File: src/sv/gdf_pkg.sv
`timescale 1ns / 1ps
package gdf_pkg;

  localparam int CW    = 32;
  localparam int SW    = 24;
  localparam int EW    = 24;
  localparam int DIFW  = CW + 1;
  localparam int SUMW  = ((EW > SW) ? EW : SW) + 1;
  localparam int DW    = (DIFW > SUMW) ? DIFW : SUMW;
  localparam int QW    = DIFW;
  localparam int NW    = QW + DW;
  localparam int LATENCY = 2 * QW + 7;

  localparam logic [EW-1:0] EResetVal = EW'(1000);

  typedef struct packed {
    logic                 eq;
    logic                 nd;
    logic                 neg;
    logic signed [CW-1:0] gd;
    logic signed [CW-1:0] dd;
    logic signed [CW-1:0] go;
    logic signed [CW-1:0] dk;
    logic [DIFW-1:0]      dif_dom;
    logic [EW-1:0]        e;
    logic [SW-1:0]        s;
  } item_t;

  typedef struct packed {
    logic                 eq;
    logic                 nd;
    logic                 neg;
    logic                 zs;
    logic signed [CW-1:0] gd;
    logic signed [CW-1:0] dd;
    logic signed [CW-1:0] mn;
    logic [DIFW-1:0]      b;
    logic [DIFW-1:0]      dob;
    logic signed [CW-1:0] est_dom;
  } tag_t;

  function automatic logic [DIFW-1:0] abs_diff(input logic signed [CW-1:0] a,
                                               input logic signed [CW-1:0] b);
    logic signed [DIFW-1:0] t;
    t = DIFW'(a) - DIFW'(b);
    return t[DIFW-1] ? DIFW'(-t) : DIFW'(t);
  endfunction

endpackage

File: src/sv/gdf_queue.sv
`timescale 1ns / 1ps
module gdf_queue import gdf_pkg::*; (
  input  logic  clk_i,
  input  logic  rst_ni,
  input  logic  push_i,
  input  item_t item_i,
  output logic  full_o,
  output logic  pop_o,
  output item_t item_o
);

  item_t      mem_q [2];
  logic       wr_q, wr_d, rd_q, rd_d;
  logic [1:0] cnt_q, cnt_d;

  // The back end never stalls, so every stored word leaves on the next edge.
  assign pop_o  = (cnt_q != 2'd0);
  assign full_o = (cnt_q == 2'd2);
  assign item_o = mem_q[rd_q];

  always_comb begin
    wr_d  = push_i ? ~wr_q : wr_q;
    rd_d  = pop_o ? ~rd_q : rd_q;
    cnt_d = cnt_q + 2'(push_i) - 2'(pop_o);
  end

  always_ff @(posedge clk_i or negedge rst_ni) begin
    if (!rst_ni) begin
      wr_q  <= 1'b0;
      rd_q  <= 1'b0;
      cnt_q <= 2'd0;
    end else begin
      wr_q  <= wr_d;
      rd_q  <= rd_d;
      cnt_q <= cnt_d;
    end
  end

  always_ff @(posedge clk_i) begin
    if (push_i) begin
      mem_q[wr_q] <= item_i;
    end
  end

endmodule

File: config.mk
export PLATFORM = sky130hd
export DESIGN_NAME = gdf_queue
export DESIGN_NICKNAME = d
export VERILOG_FILES = /design/src/sv/gdf_pkg.sv /design/src/sv/gdf_queue.sv
export SDC_FILE = /design/constraint.sdc
export NUM_CORES = 1
export LEC_CHECK = 0
export ABC_CLOCK_PERIOD_IN_PS = 13000
export BUFFER_PORTS_ARGS = -buffer_cell sky130_fd_sc_hd__buf_2
export CORE_MARGIN = 2
export CORE_UTILIZATION = 53
export DETAILED_ROUTE_END_ITERATION = 8
export HOLD_SLACK_MARGIN = 0.08
export PLACE_DENSITY = 0.77
export SLEW_MARGIN = 10
export SYNTH_ARGS = -nofsm -noshare
export SYNTH_HDL_FRONTEND = slang
export SYNTH_SLANG_ARGS = --single-unit
File: constraint.sdc
create_clock -name clk_i -period 13 [get_ports clk_i]
set_clock_uncertainty 0.1 [all_clocks]
set_input_delay 0 -clock clk_i [delete_from_list [all_inputs] [get_ports clk_i]]
set_output_delay 0 -clock clk_i [all_outputs]
set_load 0.03 [all_outputs]
; ---- Yosys cells after proc, flatten, opt, wreduce, memory -nomap -nowiden
; Memory sizes are Yosys's and may differ from the RTL's.
; Index checks and enable logic that the tools add are counted.
[totals]
reg_bits = 4
latchBits = 0
ramBits = 424
mem_bits_ro = 0
out_inout_bits = 214
elab_cells = 12
memories = 1
[classes]
add_sub_neg = 2
n_mul = 0
div_mod_pow = 0
magnitude_cmp = 0
n_eq_ne = 1
shift = 0
mux = 2
bitwise_logic = 2
reduce_logical = 1
[memory_table]
columns = name, depth, word_bits, rd, rd_clocked_by_memory_dff, wr, line
row1 = mem_q, 2, 212, 1, 0, 1, gdf_queue.sv:12  ; item_t mem_q [2];
[ops]
columns = operator, count
row1 = 2-bit by 1-bit adder with 2-bit output, 1
row2 = 2-bit == test (second input constant), 1
row3 = 1-bit two-way mux, 2
row4 = 1-bit inverter, 2
row5 = 2-bit nonzero test, 1
row6 = 2-bit by 1-bit subtractor with 2-bit output, 1

; ---- Longest topological paths before layout
[logic_depth]
depth_word = 2
mapped_depth = 4

; ---- Worst setup path before layout
; Ideal clock, no wire load.
[synth_timing]
path_kind = register to register
from = register wr_q
to = memory mem_q[0][0] (netlist name), enable pin
setup_time_ps = 813
arrival_time_ps = 9748
t_required_ps = 12087
path_slack_ps = 2339
stages_incl_launch_ff = 2
synth_period_minus_slack_ps = 10661
path_cell_list = dfrtp_1 -> nor2b_1
[synth_lines]
columns = element, line
row1 = from (decl), gdf_queue.sv:13  ; logic wr_q, wr_d, rd_q, rd_d;
row2 = from (signal assigned), gdf_queue.sv:33  ; wr_q <= wr_d;
row3 = to (decl), gdf_queue.sv:12
; No word-level cell before the write port.

==> impl_metrics.csv <==
group,metric,value,unit
placed_design,place.gp.congestion,0.785,
power,p_int,3.28,mW
setup_path,worstPathArrival,3.78,ns
yosys,synth_edf_count,424,
yosys,synth_top_area_cell,"edfxtp_1",
setup_path,slowest_stage,"buf_4",
min_path,hp-start,"item_i[210]",
yosys,ys_top_cells_by_area,"edfxtp_1 79%, mux2_4 16%, mux2_2 2.9%",
setup_path,required,12.90,ns
routing,viasPerCell,5.03,
cts,clkTransAtPathRegs,0.06,ns
min_path,holdPathEnd,"mem_q[1][210]$_DFFE_PP_",
power,power.switching,1.73,mW
cts,cts-root-buf,"clkbuf_16",
yosys,yosysWarnings,0,
floorplanning,row_count,63,
routing,wl_met3,2370,µm
placed_design,post-place-ws,9.65,ns
yosys,ys_seq_area_share,79.3,%
setup_path,endpoint_kind,"primary output",
sta,post-route-period-util,29.9,%
sta,finalSetupViolations,0,
yosys,synth_ff_type,"edfxtp_1",
setup_path,crit_buf_inv,3,
placed_design,placedInstanceArea,18600,µm²
cts,cts.sinks,428,
layout,fin_area,22300,µm²
power,vdd.ir_drop.worst,0.175,mV
floorplanning,die_h,179,µm
yosys,synth_area,16200,µm²
layout,num-fill-cells,1663,
setup_path,critPathKind,"flip-flop to primary output",
cts,clkLatencyLatePin,0.51,ns
routing,wl_met2,20100,µm
grt,grt_pass1_wl,53800,µm
layout,multi_input_area,3110,µm²
floorplanning,die-area,31900,µm²
yosys,synth_top_area_share,78.7,%
cts,cts_tree,"yes",
layout,final_util,74.7,%
sta,max_freq,257,MHz
yosys,synth_common_cells,"424 x edfxtp_1, 170 x mux2_4, 42 x mux2_2",
routing,drc,0,
setup_path,path_cells,"buf_4, buf_4, mux2_4, buf_2",
floorplanning,start_util,54.1,%
yosys,yosysMostFrequentCell,"edfxtp_1",
cts,htreeDepth,2,
setup_path,worst-path-max-fanout,60,
grt,grt_pass1_vias,9639,
setup_path,r2r_cells,2,
floorplanning,die-width,179,µm
layout,instances_no_fill,1777,
floorplanning,core,29900,µm²
yosys,synth_cell_type_count,13,
power,cellPowerDensity,224,nW/µm²
min_path,hold_depth,2,
min_path,hold_class,"input port to flip-flop",
grt,grt_start_max_net_pins,182,
routing,met1_length,13000,µm
sta,slew_headroom,27.1,%
setup_path,path_delay_family,"buffers and inverters",
routing,firstDrtPassIters,4,
routing,top_layer,"met4",
sta,slew_viol_final,0,
placed_design,portBuffers,428,
routing,drt_iter0_drc,689,
sta,worst_slack,9.12,ns
cts,cts_setup_buffers,0,
placed_design,dp.cells,1474,
sta,fin_setup_tns,0,ns
routing,routed_wirelength,37200,µm
sta,timing.final.crit_period,3.88,ns
power,combinationalPowerShare,36.5,%
routing,vias,8942,
sta,hold_viol,0,
cts,cts.hold.buffers_added,223,
yosys,ys_ff_latch,428,
setup_path,r2r_slack,10.26,ns
grt,antenna_found_initial,3,
power,pwr-share-clk,24.8,%
power,finalPower,5.01,mW
grt,grt_usage,22.6,%
grt,grt_overflow_total,0,
yosys,syn-num-nets,890,
cts,cts-resized-gates,0,
cts,clk_path_buf_depth,3,
layout,area_delta_synth_final,37.9,%
sta,hold_ws,0.103,ns
yosys,synth_cells,674,
setup_path,slowest_delay,0.93,ns
routing,ant_nets,0,
setup_path,crit_top_cell,"buf_4",
yosys,synthArstFlopShare,0.935,%
setup_path,r2r-end,"mem_q[1][120]$_DFFE_PP_",
routing,wl_per_cell,20.9,µm
sta,tightest_slew,1.09,ns
setup_path,r2r-start,"wr_q$_DFFE_PN0P_",
run_status,status,"finished, final reports clean",
power,seqPwrFrac,38.7,%
placed_design,dp_hpwl,21400,µm
power,p_leak,8.99,nW
cts,cts_buffers,43,
layout,regArea,12800,µm²
run,cap_violations,0,
floorplanning,io_pins,429,
setup_path,cp-start-kind,"flip-flop",
yosys,synth.avg_cell_area,24.0,µm²
layout,layout-drive-gt1-share,52.0,%
power,p_sw_share,34.5,%
layout,nets,1569,
sta,rsz0062_at_grt,"false",
## placed cells by master (no fill, tap or decap)
master,netlist,layout
buf_2,4,428
edfxtp_1,424,424
dlygate4sd3_1,0,224
mux2_4,170,170
clkbuf_16,0,45
mux2_2,42,42
clkinv_2,0,12
bufinv_16,0,5
clkbuf_1,0,5
buf_4,0,5
clkinv_4,0,4
diode_2,0,3
dfrtp_1,4,3
nor2b_1,3,2
xor2_1,2,2
clkinvlp_4,0,2
or2_2,1,1
nand2_1,1,1
xnor2_1,1,1
and2_4,0,1
nor2b_4,0,1
ha_1,1,1
clkinv_1,0,1
inv_6,0,1
inv_8,0,1
buf_12,0,1
dfrtp_4,0,1
## flip-flops by register name, indices dropped and copies added (netlist names)
name,count
rd_q,1
wr_q,1
cnt_q,2
mem_q,424
## kinds of logic after synthesis
family / Yosys count / synth area share (%)
adder cells (fa/ha/maj): 1 / 0.0773
XOR/XNOR: 3 / 0.162
flip-flops: 428 / 79.3
buffers and inverters: 24 / 1.52
AND/OR/NAND/NOR: 6 / 0.217
multiplexers: 212 / 18.7
## final cells by class
type,instances,share of cell area [%]
Antenna cell,3,0.0336
Clock buffer,50,5.13
Clock inverter,26,1.27
Multi-Input combinational cell,222,13.9
Sequential cell,428,57.5
Tap cell,390,2.19
Timing Repair Buffer,658,19.9
## per-layer routing
layer	vias up	global-route usage, %
met3	100	4.88
met4	0	10.3
met2	364	41.5
met1	4427	25.1
li1	4051	-
met5	-	0
## power by group through the flow
stage                     registers (mW)  logic [mW]  clock network, mW
after floorplan                     1.98        1.41                  0
after global placement              1.95        1.74                  0
after detailed placement            1.96        1.76                  0
after CTS                           1.93        1.82               1.25
after global routing                1.96        1.91               1.32
final                               1.94        1.83               1.24
## how the worst max path moves through the flow
stage                                  endpoint  slack, ns  depth (start not counted)             start
final                               item_o[157]       9.12                          4  rd_q$_DFFE_PN0P_
after floorplan           mem_q[0][0]$_DFFE_PP_       2.34                          1  wr_q$_DFFE_PN0P_
after CTS                           item_o[157]       9.08                          4  rd_q$_DFFE_PN0P_
after detailed placement            item_o[157]       9.65                          4  rd_q$_DFFE_PN0P_
after global routing                 item_o[65]       8.95                          4  rd_q$_DFFE_PN0P_
after global placement              item_o[157]       9.72                          4  rd_q$_DFFE_PN0P_
(Power assumes the default switching activity.)
