**config.mk**
```make
export PLATFORM = sky130hd
export DESIGN_NAME = gdf_front
export DESIGN_NICKNAME = d
export VERILOG_FILES = /design/src/sv/gdf_pkg.sv /design/src/sv/gdf_front.sv
export SDC_FILE = /design/constraint.sdc
export NUM_CORES = 1
export LEC_CHECK = 0
export BUFFER_PORTS_ARGS = -buffer_cell sky130_fd_sc_hd__buf_2
export CORE_AREA = 2 2 151 153
export DETAILED_ROUTE_END_ITERATION = 6
export DIE_AREA = 0 0 153 155
export GPL_TIMING_DRIVEN = 0
export PLACE_DENSITY = 0.75
export SLEW_MARGIN = 20
export SYNTH_ARGS = -nofsm -noshare
export SYNTH_HDL_FRONTEND = slang
export SYNTH_SLANG_ARGS = --single-unit
```
**constraint.sdc**
```tcl
create_clock -name clk_i -period 12.8 [get_ports clk_i]
set_input_delay 2.56 -clock clk_i [delete_from_list [all_inputs] [get_ports clk_i]]
set_output_delay 2.56 -clock clk_i [all_outputs]
set_load 0.1 [all_outputs]
```
**src/sv/gdf_pkg.sv**
```systemverilog
`timescale 1ns / 1ps
package gdf_pkg;

  localparam int CW    = 32;
  localparam int SW    = 24;
  localparam int EW    = 24;
  localparam int DIFW  = CW + 1;
  localparam int SUMW  = ((EW > SW) ? EW : SW) + 1;
  localparam int DW    = (DIFW > SUMW) ? DIFW : SUMW;
  localparam int QW    = DIFW;
  localparam int NW    = QW + DW;
  localparam int LATENCY = 2 * QW + 7;

  localparam logic [EW-1:0] EResetVal = EW'(1000);

  typedef struct packed {
    logic                 eq;
    logic                 nd;
    logic                 neg;
    logic signed [CW-1:0] gd;
    logic signed [CW-1:0] dd;
    logic signed [CW-1:0] go;
    logic signed [CW-1:0] dk;
    logic [DIFW-1:0]      dif_dom;
    logic [EW-1:0]        e;
    logic [SW-1:0]        s;
  } item_t;

  typedef struct packed {
    logic                 eq;
    logic                 nd;
    logic                 neg;
    logic                 zs;
    logic signed [CW-1:0] gd;
    logic signed [CW-1:0] dd;
    logic signed [CW-1:0] mn;
    logic [DIFW-1:0]      b;
    logic [DIFW-1:0]      dob;
    logic signed [CW-1:0] est_dom;
  } tag_t;

  function automatic logic [DIFW-1:0] abs_diff(input logic signed [CW-1:0] a,
                                               input logic signed [CW-1:0] b);
    logic signed [DIFW-1:0] t;
    t = DIFW'(a) - DIFW'(b);
    return t[DIFW-1] ? DIFW'(-t) : DIFW'(t);
  endfunction

endpackage

```
**src/sv/gdf_front.sv**
```systemverilog
`timescale 1ns / 1ps
module gdf_front import gdf_pkg::*; (
  input  logic                 clk_i,
  input  logic                 rst_ni,
  input  logic                 cfg_valid_i,
  input  logic [EW-1:0]        cfg_data_i,
  input  logic signed [CW-1:0] gps_east_i,
  input  logic signed [CW-1:0] gps_north_i,
  input  logic [SW-1:0]        gps_sigma_i,
  input  logic signed [CW-1:0] dr_east_i,
  input  logic signed [CW-1:0] dr_north_i,
  output item_t                item_o
);

  logic [EW-1:0] e_q;
  logic [DIFW-1:0] dge, dgn;
  logic nd;

  always_ff @(posedge clk_i or negedge rst_ni) begin
    if (!rst_ni) begin
      e_q <= EResetVal;
    end else if (cfg_valid_i) begin
      e_q <= cfg_data_i;
    end
  end

  // North wins the tie, which also covers the equal-position case.
  always_comb begin
    dge = abs_diff(gps_east_i, dr_east_i);
    dgn = abs_diff(gps_north_i, dr_north_i);
    nd  = !(dge > dgn);
    item_o.eq      = (gps_east_i == dr_east_i) && (gps_north_i == dr_north_i);
    item_o.nd      = nd;
    item_o.gd      = nd ? gps_north_i : gps_east_i;
    item_o.dd      = nd ? dr_north_i : dr_east_i;
    item_o.go      = nd ? gps_east_i : gps_north_i;
    item_o.dk      = nd ? dr_east_i : dr_north_i;
    item_o.neg     = nd ? (gps_north_i < dr_north_i) : (gps_east_i < dr_east_i);
    item_o.dif_dom = nd ? dgn : dge;
    item_o.e       = e_q;
    item_o.s       = gps_sigma_i;
  end

endmodule

```
# Yosys cells after proc, flatten, opt, wreduce, memory -nomap -nowiden
# Index checks and enable logic that the tools add are counted.
# totals
romBits,0
ff_bits,24
elab_cells,20
ram_bits,0
mem_count,0
input_bits,179
latch_bits,0
output_inout_bits,212
# op_classes
n_eq_ne,2
shift,0
n_bitwise,0
n_reduce_logical,2
n_div,0
n_lt_le_gt_ge,3
n_mux,8
mul,0
addsub,4
# ops
op,count
2-to-1 mux 32 bit,4
2-to-1 mux 33 bit,3
negator 33 bit,2
subtractor 32 x 32 -> 33 bit,2
equality test 32 bit,2
less-than comparator 32 bit,2
> comparator 33 bit,1
logical AND 1 bit,1
logical NOT 1 bit,1
2-to-1 mux 1 bit,1

# Depth between registers and ports, before layout
# Gate-level depths: netlist of run 1.
# logic_depth
word_depth,5
depth_mapped,28
depth_no_buf,25

# Worst setup path before layout of run 1
# No wires, ideal clock.
# synth_path
kind,input port to output port
start,input port gps_north_i[0]
end,output port item_o[79] (netlist bit)
n_path_buf,2
path_stages,23
setup_slack_ps,-1884
t_arrival_ps,12124
cell_sequence,inv_1 -> ha_1 -> fa_1 -> nand2b_1 -> a21oi_1 -> o21ai_2 -> o31ai_1 -> xor2_1 -> nor4_2 -> nand4b_1 -> o41ai_1 -> xor2_1 -> ha_1 -> a21o_1 -> a21o_1 -> a21o_1 -> a21oi_1 -> o221ai_1 -> a2111o_1 -> and2_1 -> clkbuf_1 -> clkbuf_1 -> a2111oi_0
# synth_lines
item,line,rtl
start: declaration,gdf_front.sv:8,"input logic signed [CW-1:0] gps_north_i,"
end: declaration,gdf_front.sv:12,output item_t item_o

==> results of run 1 <==
## cell families after synthesis
kind of cell | Yosys count | share of synthesized area [%]
AND/OR/NAND/NOR | 641 | 30.6
AO/OA/AOI/OAI | 438 | 28.7
buffers and inverters | 202 | 8.58
adder cells (fa/ha/maj) | 103 | 13.0
XOR/XNOR | 98 | 8.77
multiplexers | 39 | 4.23
flip-flops | 24 | 6.08
## synthesized netlist by cell type (3+ instances only)
| master | number |
|---|---|
| a2111o_1 | 4 |
| a2111oi_0 | 9 |
| a211oi_1 | 16 |
| a21boi_1 | 3 |
| a21o_1 | 37 |
| a21oi_1 | 96 |
| a22oi_1 | 3 |
| a31oi_1 | 9 |
| and2_1 | 23 |
| and3_1 | 20 |
| and4_1 | 7 |
| buf_2 | 5 |
| buf_4 | 25 |
| clkbuf_1 | 71 |
| dfrtp_1 | 18 |
| dfstp_2 | 6 |
| ha_1 | 101 |
| inv_1 | 98 |
| mux2_2 | 26 |
| mux2i_1 | 13 |
| nand2_1 | 351 |
| nand2b_1 | 7 |
| nand3_1 | 26 |
| nand3b_1 | 7 |
| nand4_1 | 29 |
| nand4b_1 | 4 |
| nor2_1 | 71 |
| nor2b_1 | 8 |
| nor3_1 | 29 |
| nor3b_1 | 3 |
| nor4_1 | 7 |
| o2111ai_1 | 4 |
| o211a_1 | 9 |
| o211ai_1 | 17 |
| o21a_1 | 31 |
| o21ai_0 | 125 |
| o21ai_1 | 14 |
| o21bai_1 | 5 |
| o31ai_1 | 14 |
| or3_1 | 21 |
| or4_1 | 6 |
| xnor2_1 | 56 |
| xor2_1 | 41 |
## area by class of cell
class / count / share of cell area (%)
Antenna cell: 1 / 0.0203
Timing Repair Buffer: 365 / 14.8
Clock inverter: 1 / 0.243
Buffer: 102 / 4.09
Clock buffer: 3 / 0.609
Sequential cell: 24 / 4.93
Tap cell: 285 / 2.89
Inverter: 99 / 3.01
Multi-Input combinational cell: 1319 / 69.4
## through the flow
step | instances | hold slack (ps) | area (um^2) | setup WS, ps | setup TNS, ps
after global routing | 2199 | 522 | 12300 | -16.7 | -16.7
after floorplan | 1545 | 852 | 10000 | 539 | 0
after global placement | 2195 | 486 | 12200 | -153 | -1120
after detailed placement | 2195 | 490 | 12200 | -187 | -2760
after CTS | 2199 | 504 | 12300 | 102 | 0
final | 2199 | 502 | 12300 | 198 | 0
## layer usage
metal / vias to the layer above / track usage, %
met1: 6148 / 52.2
met5: - / 0
met3: 92 / 7.08
met2: 711 / 57.7
li1: 6171 / -
met4: 2 / 11.6
## repair_timing
item                       CTS  global route
resized for setup            3            31
setup endpoints to repair   74           150
hold buffers                 0             0
## worst max path at each step
stage | slack, ps | endpoint | from
2_1_floorplan | 540 | item_o[106] | gps_north_i[0]
3_3_place_gp | -150 | item_o[177] | gps_north_i[0]
3_5_place_dp | -190 | item_o[177] | gps_north_i[0]
4_1_cts | 100 | item_o[202] | gps_north_i[0]
5_1_grt | -20 | item_o[169] | dr_north_i[10]
6_report | 200 | item_o[98] | dr_east_i[11]
## cells in the final DEF, fill, tap and decap left out, types with 8 or more instances in the layout
cell type	instances
buf_4	25
a211oi_1	16
inv_1	98
ha_1	101
nor2_1	71
o31ai_1	13
o21ai_0	125
dfrtp_1	18
o21ai_1	14
o211a_1	9
nor3_1	29
clkbuf_1	55
xor2_1	41
a31oi_1	9
o211ai_1	17
clkbuf_2	16
mux2_2	26
nand4_1	29
or3_1	21
xnor2_1	56
nand2_1	351
and3_1	20
buf_2	370
a21o_1	37
o21a_1	31
a2111oi_0	8
mux2i_1	13
a21oi_1	96
and2_1	23
nor2b_1	8
nand3_1	26
==> impl_results.md, run 1 <==
- Worst Skew: 0 ps
- Synth area leader: nand2_1
- Clk Latency, worst-skew pair: 260 ps
- Yosys synthesis warning count: 0
- Rows: 55
- Post-DRT Antenna Nets: 0
- Reg2Reg Depth: 1
- Worst EP arrival: 10040 ps
- Max incr delay on CP: 500 ps
- Initial Util: 45.0%
- WS Path Type: in2out
- Synth area leaders: nand2_1, ha_1, o21ai_0
- DR iter-0 viols: 1478
- Routed length per instance: 21.3 um
- Die Wd: 153 um
- Yosys cell types: 92
- Post-synthesis register bit count: 24
- Hpwl dp: 40.0 mm
- Delay-heaviest family, CP: compound AO/OA/AOI/OAI gates
- Multi-input gate area: 0.00856 mm^2
- H-tree Lvls: 1
- RSZ-0062 raised after global routing: yes
- Number of synthesized flops with an enable pin: 0
- Nets: 2196
- First-pass GRT wire length: 69.7 mm
- Main synth FF type: dfrtp_1
- Max reg flops: 24
- Setup slack, reg-to-reg: 12020 ps
- # IOs: 391
- Via density: 5.97
- Core box area: 0.0222 mm^2
- Port bufs: 365
- Post-layout util: 55.5%
- CTS Sinks: 24
- Wirelength, routed: 46.8 mm
- Fillers: 2327
- Post-synth ARST share: 100%
- Hold Vio Cnt, Final: 0
- Slew @ Worst Pin: 1020 ps
- Pre-antenna DRT Iters: 6
- Max-Slew Margin vs Limit: 32.0%
- Worst Hold End: e_q[0]
- Max cap viols: 0
- Top Layer Used: met5
- CTS buffer count: 3
- Crit. path cell count: 29
- CP max-delay cell: o21ai_0
- Post-CTS Setup Repair Bufs: 0
- Synth top area share: 13.2%
- Hold path start: e_q[0]
- Crit path launch type: primary input
- Die Footprint: 0.0237 mm^2
- Post-route clock period utilization: 98.5%
- Req. time, crit path: 10240 ps
- CTS root buffer: clkbuf_16
- Worst hold path depth: 1
- Final setup violation count: 0
- Mapped Cells: 1545
- WL met3: 4.93 mm
- Hold Crit Class: reg2reg
- Vias in the first global route: 12100
- Post-Syn Area: 0.0100 mm^2
- GP Congestion: 1.03
- Metal-1 WL: 20.2 mm
- Tmin final: 12600 ps
- Reg area: 608 um^2
- Reg-to-reg critical path endpoint: e_q[10]
- Reg-to-Reg Start: e_q[10]
- Status: finished clean
- Vias: 13100
- Pin count of the biggest net entering global routing: 25
- Area growth, synth to finish: 23.3%
- CP bufs+invs: 10
- Buffer depth of the longest clock path: 2
- Initial antenna violation count: 2
- CTS tree: built
- Routed length on met2: 20.2 mm
- Max Clk Rate: 79.4 MHz
- Sequential share of the synthesized area: 6.08%
- Post-synthesis average cell area: 6.48 um^2
- GRT Util Overall: 37.2%
- Reg with most FFs: e_q
- Regs by FF count: e_q x24
- Setup crit end kind: output port
- Worst Path Max Fanout: 10
- Syn nets: 1827
- Layout cells sized above 1: 25.3%
- Die span in y: 155 um
- Grt total ovfl: 0
- Slew Viols, Final: 0
- Clock-pin slew of the registers on the worst-case setup and hold paths: 60 ps
- Residual DRC count: 0
Power of run 1 is left out: the tool's default activity adds up to more than one toggle a clock period on the data nets, which glitch-free logic cannot reach.
==> run 2: changes to the inputs <==
--- a/config.mk
+++ b/config.mk
@@ -5,12 +5,13 @@
 export SDC_FILE = /design/constraint.sdc
 export NUM_CORES = 1
 export LEC_CHECK = 0
+export ABC_AREA = 1
 export BUFFER_PORTS_ARGS = -buffer_cell sky130_fd_sc_hd__buf_2
-export CORE_AREA = 2 2 151 153
+export CORE_AREA = 2 2 153 155
 export DETAILED_ROUTE_END_ITERATION = 6
-export DIE_AREA = 0 0 153 155
+export DIE_AREA = 0 0 155 157
 export GPL_TIMING_DRIVEN = 0
-export PLACE_DENSITY = 0.75
+export PLACE_DENSITY = 0.79
 export SLEW_MARGIN = 20
 export SYNTH_ARGS = -nofsm -noshare
 export SYNTH_HDL_FRONTEND = slang
==> impl_results.md, run 2 <==
- Core box area: 0.0225 mm^2 (+1.2%)
- CTS root buffer: clkbuf_16
- Post-synthesis average cell area: 5.07 um^2 (-22%)
- Synth area leader: nand2_1
- Buffer depth of the longest clock path: 2 (unchanged)
- Most common cell after layout, fill and taps aside: nand2_1
- Worst Path Max Fanout: 10 (unchanged)
- CTS tree: built
- Max-Slew Margin vs Limit: 42.5% (+10 points)
- GP Congestion: 1.00 (-2.8%)
- Max incr delay on CP: 590 ps (+90 ps)
- Max reg flops: 24 (unchanged)
- CP max-delay cell: clkbuf_1
- Max Clk Rate: 89.8 MHz (+13%)
- Yosys cell types: 50 (-46%)
- Hold Vio Cnt, Final: 0 (unchanged)
- Grt total ovfl: 0 (unchanged)
- CTS Sinks: 24 (unchanged)
- Via density: 5.46 (-8.5%)
- Regs by FF count: e_q x24
- Clock-pin slew of the registers on the worst-case setup and hold paths: 60 ps (about the same)
- Setup slack, reg-to-reg: 12020 ps (about the same)
- Nets: 2851 (+30%)
- Main synth FF type: dfrtp_1
- Most frequent cell after synthesis: nand2_1
- Initial antenna violation count: 1 (-1)
- Reg-to-Reg Start: e_q[13]
- Die Wd: 155 um (+1.3%)
- Area growth, synth to finish: 20.3%
- Req. time, crit path: 10240 ps (about the same)
- Post-synthesis register bit count: 24 (unchanged)
- Die span in y: 157 um (+1.3%)
- RSZ-0062 raised after global routing: no
- Final setup violation count: 0 (unchanged)
- Initial Util: 49.6% (+4.6 points)
- Clk Latency, worst-skew pair: 260 ps (about the same)
- Status: finished clean
- First-pass GRT wire length: 74.9 mm (+7.5%)
- Rows: 55 (unchanged)
- Sequential share of the synthesized area: 5.45% (-0.63 points)
- Setup crit end kind: output port
- Residual DRC count: 0 (unchanged)
- Max cap viols: 0 (unchanged)
- # hold bufs at CTS: 0 (unchanged)
- DR iter-0 viols: 1613 (+9.1%)
- CTS buffer count: 3 (unchanged)
- Yosys synthesis warning count: 0 (unchanged)
- Worst EP arrival: 8570 ps (-1470 ps)
- Commonest cells in the netlist: nand2_1, inv_1, o21ai_0
- Reg-to-reg critical path endpoint: e_q[13]
- Die Footprint: 0.0243 mm^2 (+2.6%)
- Synth area leaders: nand2_1, inv_1, ha_1
- Number of synthesized flops with an enable pin: 0 (unchanged)
- Cell repeated most along the worst path: nand2_1
- Post-route clock period utilization: 87.0% (-11 points)
- H-tree Lvls: 1 (unchanged)
- WS Path Type: in2out
- Reg with most FFs: e_q
- Hpwl dp: 44.4 mm (+11%)
- Post-cts sizing count: 0 (-3)
- Pre-antenna DRT Iters: 6 (unchanged)
- Post-CTS Setup Repair Bufs: 0 (unchanged)
- Wirelength, routed: 50.5 mm (+7.7%)
- Port bufs: 365 (unchanged)
- Vias: 15600 (+19%)
- GRT Util Overall: 39.5% (+2.3 points)
- Layout cells sized above 1: 19.7% (-5.6 points)
- Slew Viols, Final: 0 (unchanged)
- Crit path launch type: primary input
- Hold path start: e_q[0]
- Vias in the first global route: 14200 (+17%)
- Routed length per instance: 17.7 um (-17%)
- Post-synth ARST share: 100% (unchanged)
- Final TNS setup: 0 ps (unchanged)
- Hold Crit Class: reg2reg
- # IOs: 391 (unchanged)
- Tmin final: 11130 ps (-1470 ps)
- Post-Syn Area: 0.0112 mm^2 (+11%)
- Worst Hold End: e_q[0]
- Syn nets: 2481 (+36%)
- Reg2Reg Depth: 1 (unchanged)
- Pin count of the biggest net entering global routing: 25 (unchanged)
- Highest-count cells in the layout ignoring fill and taps: nand2_1, inv_1, buf_2
- Slew @ Worst Pin: 863 ps (-154 ps)
- Worst hold path depth: 1 (unchanged)
- Synth top area share: 29.5% (+16 points)
- Post-DRT Antenna Nets: 0 (unchanged)
- Worst Skew: 0 ps (unchanged)
- Mapped Cells: 2199 (+42%)
==> run 2: stage by stage <==
stage / util, % / std cells / hold slack, ps / setup WS, ps / area, um^2
after floorplan: - / 2199 / 852 / 2050 / 11200
after global placement: 59.3 / 2849 / 486 / 1930 / 13300
after detailed placement: 59.3 / 2849 / 494 / 1890 / 13300
after CTS: 59.6 / 2853 / 508 / 1870 / 13400
after global routing: 59.6 / 2853 / 516 / 1300 / 13400
final: 59.6 / 2855 / 503 / 1670 / 13400
==> run 2: metal layers <==
| metal | vias up | GRT usage (%) | wire length (um) |
|---|---|---|---|
| met5 | - | 0 | 0 |
| li1 | 7518 | - | - |
| met4 | 0 | 16.5 | 2380 |
| met2 | 847 | 65.7 | 22700 |
| met3 | 133 | 6.47 | 5210 |
| met1 | 7087 | 50.8 | 20200 |
==> run 2: cell type report <==
class	instances	area (um^2)
Antenna cell	2	5.00
Buffer	69	402
Clock buffer	4	78.8
Fill cell	2351	9080
Inverter	411	1540
Multi-Input combinational cell	1695	8600
Sequential cell	24	608
Tap cell	285	357
Timing Repair Buffer	365	1830
==> run 2: worst max path at each step <==
stage | start | endpoint | slack (ps) | cells past startpoint
floorplan | gps_north_i[0] | item_o[52] | 2050 | 33
global placement | gps_east_i[0] | item_o[91] | 1930 | 36
detailed placement | gps_east_i[0] | item_o[160] | 1890 | 37
CTS | gps_east_i[0] | item_o[160] | 1870 | 37
global route | gps_east_i[0] | item_o[157] | 1300 | 35
finish | gps_east_i[0] | item_o[206] | 1670 | 37
==> run 2: kinds of logic (layout without fill, tap and decap cells) <==
logic type      after synthesis  count (layout)  share of synthesized area [%]
compound gates              247             247                           11.5
xor+xnor                     40              40                           3.48
fa+ha+maj                   103             103                           11.7
buf+inv                     480             849                           17.4
flops                        24              24                           5.45
mux                          25              25                           2.51
other cells                   0               2                              0
simple gates               1280            1280                           48.0
==> run 2: critical path: cells and delay by family <==
kind | cells | cell delay [ps]
AO/OA/AOI/OAI | 6 | 860
buffers and inverters | 7 | 1810
AND/OR/NAND/NOR | 21 | 2430
adder cells (fa/ha/maj) | 3 | 910
Power of run 2 is left out for the same reason.
